<file path="config.mk">
export PLATFORM = sky130hd
export DESIGN_NAME = csap_cell
export DESIGN_NICKNAME = d
export VERILOG_FILES = /design/src/csap_pkg.sv /design/src/csap_cell.sv
export SDC_FILE = /design/constraint.sdc
export NUM_CORES = 1
export LEC_CHECK = 0
export ABC_CLOCK_PERIOD_IN_PS = 2360
export BUFFER_PORTS_ARGS = -buffer_cell sky130_fd_sc_hd__buf_2
export CAP_MARGIN = 10
export CORE_AREA = 2 2 114 116
export CTS_BUF_LIST = sky130_fd_sc_hd__clkbuf_16
export CTS_CLUSTER_SIZE = 30
export DETAILED_ROUTE_END_ITERATION = 8
export DIE_AREA = 0 0 116 118
export SLEW_MARGIN = 20
export SYNTH_ARGS = -nofsm -noshare
export SYNTH_HDL_FRONTEND = slang
export SYNTH_SLANG_ARGS = --single-unit
</file>
<file path="constraint.sdc">
create_clock -name clk -period 2.36 [get_ports clk]
set_input_delay 0.236 -clock clk [delete_from_list [all_inputs] [get_ports clk]]
set_output_delay 0.236 -clock clk [all_outputs]
set_load 0.01 [all_outputs]
</file>
<file path="src/csap_pkg.sv">
// ----------------------------------------------------------------------------
// csap_pkg
// Types, codes and constants shared by the sweep-and-prune core and its cells.
// ----------------------------------------------------------------------------
`default_nettype none
package csap_pkg;

  localparam int MAX_COLLIDERS_DEF = 32;
  localparam int RANK_W = 5;
  localparam int CMP_W = 6;

  // Item kinds
  localparam logic [1:0] KIND_REGISTER = 2'd0;
  localparam logic [1:0] KIND_REMOVE   = 2'd1;
  localparam logic [1:0] KIND_MOVE     = 2'd2;
  localparam logic [1:0] KIND_SWEEP    = 2'd3;

  // Sweep modes
  localparam logic [1:0] MODE_X_ONLY = 2'd0;
  localparam logic [1:0] MODE_DOUBLE = 2'd1;

  // Cell load operations
  localparam logic [1:0] OP_HOLD  = 2'd0;
  localparam logic [1:0] OP_NEW   = 2'd1;
  localparam logic [1:0] OP_LEFT  = 2'd2;
  localparam logic [1:0] OP_RIGHT = 2'd3;

  typedef struct packed {
    logic [15:0]        id;
    logic signed [15:0] x;
    logic signed [15:0] y;
    logic [14:0]        r;
    logic               seen;
  } entry_t;

  typedef struct packed {
    logic [1:0] op;
    logic       clr_seen;
  } cell_ctl_t;

  typedef struct packed {
    logic le;
    logic hit;
  } cell_flags_t;

endpackage
`default_nettype wire

</file>
<file path="src/csap_cell.sv">
// ----------------------------------------------------------------------------
// csap_cell
// One table slot: holds an entry, loads from a neighbor or a new entry, and
// reports its compare results against the current key.
// ----------------------------------------------------------------------------
`default_nettype none
module csap_cell (
  input  wire                   clk,
  input  csap_pkg::cell_ctl_t   ctl,
  input  csap_pkg::entry_t      new_ent,
  input  csap_pkg::entry_t      left_ent,
  input  csap_pkg::entry_t      right_ent,
  input  wire                   valid,
  input  wire signed [15:0]     key_x,
  input  wire [15:0]            key_id,
  output csap_pkg::entry_t      ent,
  output csap_pkg::cell_flags_t flags
);
  import csap_pkg::*;

  entry_t ent_next;

  // Select the next slot contents, then drop the seen flag on a pass clear
  always_comb begin
    case (ctl.op)
      OP_NEW:   ent_next = new_ent;
      OP_LEFT:  ent_next = left_ent;
      OP_RIGHT: ent_next = right_ent;
      default:  ent_next = ent;
    endcase
    if (ctl.clr_seen) begin
      ent_next.seen = 1'b0;
    end
  end

  always_ff @(posedge clk) begin
    ent <= ent_next;
  end

  // Compare against the key of the current item
  assign flags.le  = valid && (ent.x <= key_x);
  assign flags.hit = valid && (ent.id == key_id);

endmodule
`default_nettype wire

</file>
Word-level counts from Yosys, hierarchy flattened. Index checks and enable logic that the tools add are counted.

$lt $le $gt $ge: 1. Eq/ne operators: 4. Multiplexer cells: 1. Reduce and logical (&&, ||, !) cells: 3.

Operator list (number): one-hot mux 64 bit (3 select lines) (1); == test 16 bit (1); less-or-equal comparator 16 bit (1); == test 2 bit, second input constant (2); nonzero test 3 bit (1); == test 2 x 1 -> 1 bit, second input constant (1); logical AND 1 bit (2).

Flip-flop bits (word level): 64. Bits of input ports: 229. Output and inout port bits: 66.

Depth between registers and ports, before layout.
Depth in word-level cells: 2. Mapped depth: 6. Depth with buffers taken out: 6.

Worst setup path after synthesis. No wires, ideal clock.

Path kind: in2reg. From: in ctl[1] (netlist name). To: reg ent[10] (netlist name), enable pin. Library setup time: 0.394 ns. Data arrival time: 1.439 ns. Data required time: 1.966 ns. Slack: 0.527 ns. Cell stages on the path: 3. Path buffers: 2. Path through: buf_4 buf_4 or2_2.

Word-level cells in the longest chain between the ends: 2. Elaborated cells between the ends (all ways): 4.

RTL lines: start: declaration (line csap_cell.sv:9) `input csap_pkg::cell_ctl_t ctl,`; == test 2 bit or == test 2 x 1 -> 1 bit (tied branches) (line csap_cell.sv:25) `case (ctl.op)`; nonzero test 3 bit (no source line) *; end signal: assignment (line csap_cell.sv:37) `ent <= ent_next;`; end: declaration (line csap_cell.sv:16) `output csap_pkg::entry_t ent,`.

Mark *: on every way between the ends. The rest lies on a longest branch, timed or not. A chain may end at the register's enable or synchronous reset.

==> impl_metrics.ini <==
[floorplan]
ioPinCount = 295
die-area_mm2 = 0.0137
core_area_mm2 = 0.0124
num_rows = 41
start_util_pct = 30.9
die_w_um = 116
die-height_um = 118

[placement]
place_congestion = 0.900
dp_hpwl_um = 9600
port_buffers = 294
place_inst = 807

[clocking]
cts_tree = yes
cts_buffer_depth = 2
cts.sinks = 64
root_buffer = clkbuf_16
insertion_delay_ns = 0.32
cts-htree-levels = 3
cts_buffers = 9
clk_pin_slew_ns = 0.05

[setup_path]
crit_chain = ha_1 > a41o_1 > a21oi_2 > nor3_1 > o41ai_1 > buf_2
cp_slowest_stage_delay_ns = 0.42
crit_family = compound AO/OA/AOI/OAI gates
critPathArrivalTime_ns = 2.01
worstPathMaxFanout = 3
endpoint_kind = primary output
regToRegStartpoint = ent[0]
critPathSlowestCell = edfxtp_1
rr_endpoint = ent[0]
cp_num_buf_inv = 1
crit_start = ent[39]
start_kind = flop
crit_type = flop to primary output
reg2regPathDepth = 2
cp.required_ns = 2.12
reg2reg_slack_ns = 1.37

[synth]
synth_enable_flop_cells = 63
ys_ff_latch = 64
yosysTopAreaCellShare_pct = 49.4
yosysTopAreaCell = edfxtp_1
synth_ff_type = edfxtp_1
synth.distinct_cells = 29
seq_area_frac_synth_pct = 49.9
syn-cell-area_mm2 = 0.00383
syn_avg_cell_area_um2 = 10.8
yosysMostFrequentCell = a21oi_1
synthCells = 355
synth_nets = 600
yosys_warnings = 0
netlist_top_cells_count = 68 x a21oi_1, 64 x nor2_1, 63 x edfxtp_1, 63 x mux2i_1, 17 x inv_1
ys_async_sr_fraction_pct = 0
synth_area_leaders = edfxtp_1 49%, mux2i_1 16%, a21oi_1 8.9%, nor2_1 6.3%, ha_1 5.2%

[route]
wl_per_cell_um = 14.2
drtAntennaViolNets = 0
routed_wl_um = 11700
viasPerCell = 4.47
drc = 0
dr.pass1.iters = 4
vias = 3685
drt_first_iter_violations = 75

[worst_hold_path]
whs_path_depth = 2
holdPathEnd = ent[0]
hold_class = input port to flop
worstHoldStart = ctl[0]

[grt]
grt_start_max_net_pins = 75
grt_first_pass_wirelength_um = 18100
grtUsageTotal_pct = 17.1
grt_pass1_vias = 3870
grt.overflow.total = 0
antenna_found_initial = 0

[sta]
clock_skew_ns = 0
relSlewSlack_pct = 64.9
tns_ns = 0
finalHoldViolCount = 0
final.hold.worst_slack_ns = 0.0777
finalSetupViolCount = 0
finalCritPeriodShare_pct = 95.2
fmax_mhz = 445
fin_crit_ns = 2.25
worst_slew_pin_slew_ns = 0.527
report.final.slew_viol_count = 0

[layout]
reg.largest.list = ent: 64 flops
seq_area_mm2 = 0.00191
finalNetCount = 892
post-route-util_pct = 46.6
top_register = ent
antennaDiodeCount = 0
finalNonFillerCells = 824
areaGrowthSynthToFinish_pct = 50.9
drive_gt1_share_pct = 48.6
num-fill-cells = 1224
multi_input_area_mm2 = 0.00175
largest_reg_flops = 64

[power]
power.density_mw_per_mm2 = 607
ir_drop_v = 0.000339
power.leakage_nw = 2.88

[status]
outcome = finished, final reports clean

[run]
max_cap_violations = 0
==> worst register-to-register path, stage by stage (launching register included) <==
cell,delay (ns)
dfxtp_1,0.30
mux4_2,0.44
nor2b_1,0.14
==> routing by layer <==
metal | global-route usage (%) | wire length [um] | up-vias
met5 | 0 | 0 | -
met4 | 8.41 | 315 | 0
met3 | 4.48 | 867 | 26
met2 | 30.9 | 6110 | 168
met1 | 18.0 | 4410 | 1609
li1 | - | - | 1882
==> layout make-up <==
cell class | instances | area share [%]
flip-flops and latches | 64 | 33.1
multi-input cells | 253 | 30.3
inverters | 17 | 1.10
clock inverters | 7 | 0.931
clock buffers | 9 | 3.90
repair buffers | 302 | 27.0
well taps | 172 | 3.72
==> cells in the final DEF (no fill, tap or decap), drive strengths merged, types with 2 or more instances in the layout <==
master	netlist	final
ha	16	16
edfxtp	63	63
nor4	3	3
nand4	7	7
nor2	64	64
xnor2	12	12
inv	17	18
mux2i	63	63
clkinv	0	5
a21o	2	2
nor2b	3	3
buf	14	302
clkbuf	7	9
a21oi	68	68
xor2	4	4
==> repair_timing <==
| action | in CTS | in global routing |
|---|---|---|
| gates resized for setup | 0 | 1 |
| setup buffers | 0 | 1 |
| hold buffers | 0 | 0 |
| setup endpoints to repair | 0 | 1 |
==> where the power goes <==
part | switching (mW) | internal [mW]
registers | 0.0628 | 1.41
clock network | 0.436 | 0.795
logic | 0.406 | 0.398
total | 0.904 | 2.60
==> through the flow <==
stage | setup WS, ns | cell area, um^2 | total power, mW
2_1_floorplan | 0.527 | 3830 | 1.88
3_3_place_gp | 0.497 | 5490 | 2.28
3_5_place_dp | 0.510 | 5490 | 2.30
4_1_cts | 0.138 | 5770 | 3.56
5_1_grt | -0.00157 | 5780 | 3.70
6_report | 0.113 | 5780 | 3.51
==> how the worst max path moves through the flow <==
stage	end	depth (start not counted)
after global routing	flags[1]	6
after detailed placement	flags[1]	6
final	flags[1]	6
after floorplan	ent[10]	3
after global placement	flags[1]	6
after CTS	flags[1]	6
==> kinds of logic after synthesis <==
kind of cell | count (synthesis) | share of synthesized area [%]
simple gates | 81 | 9.08
compound gates | 76 | 10.5
mux | 64 | 17.0
flops | 64 | 49.9
buf+inv | 38 | 4.54
xor+xnor | 16 | 3.66
fa+ha+maj | 16 | 5.23
No activity file was read; power rests on OpenSTA's default activity.
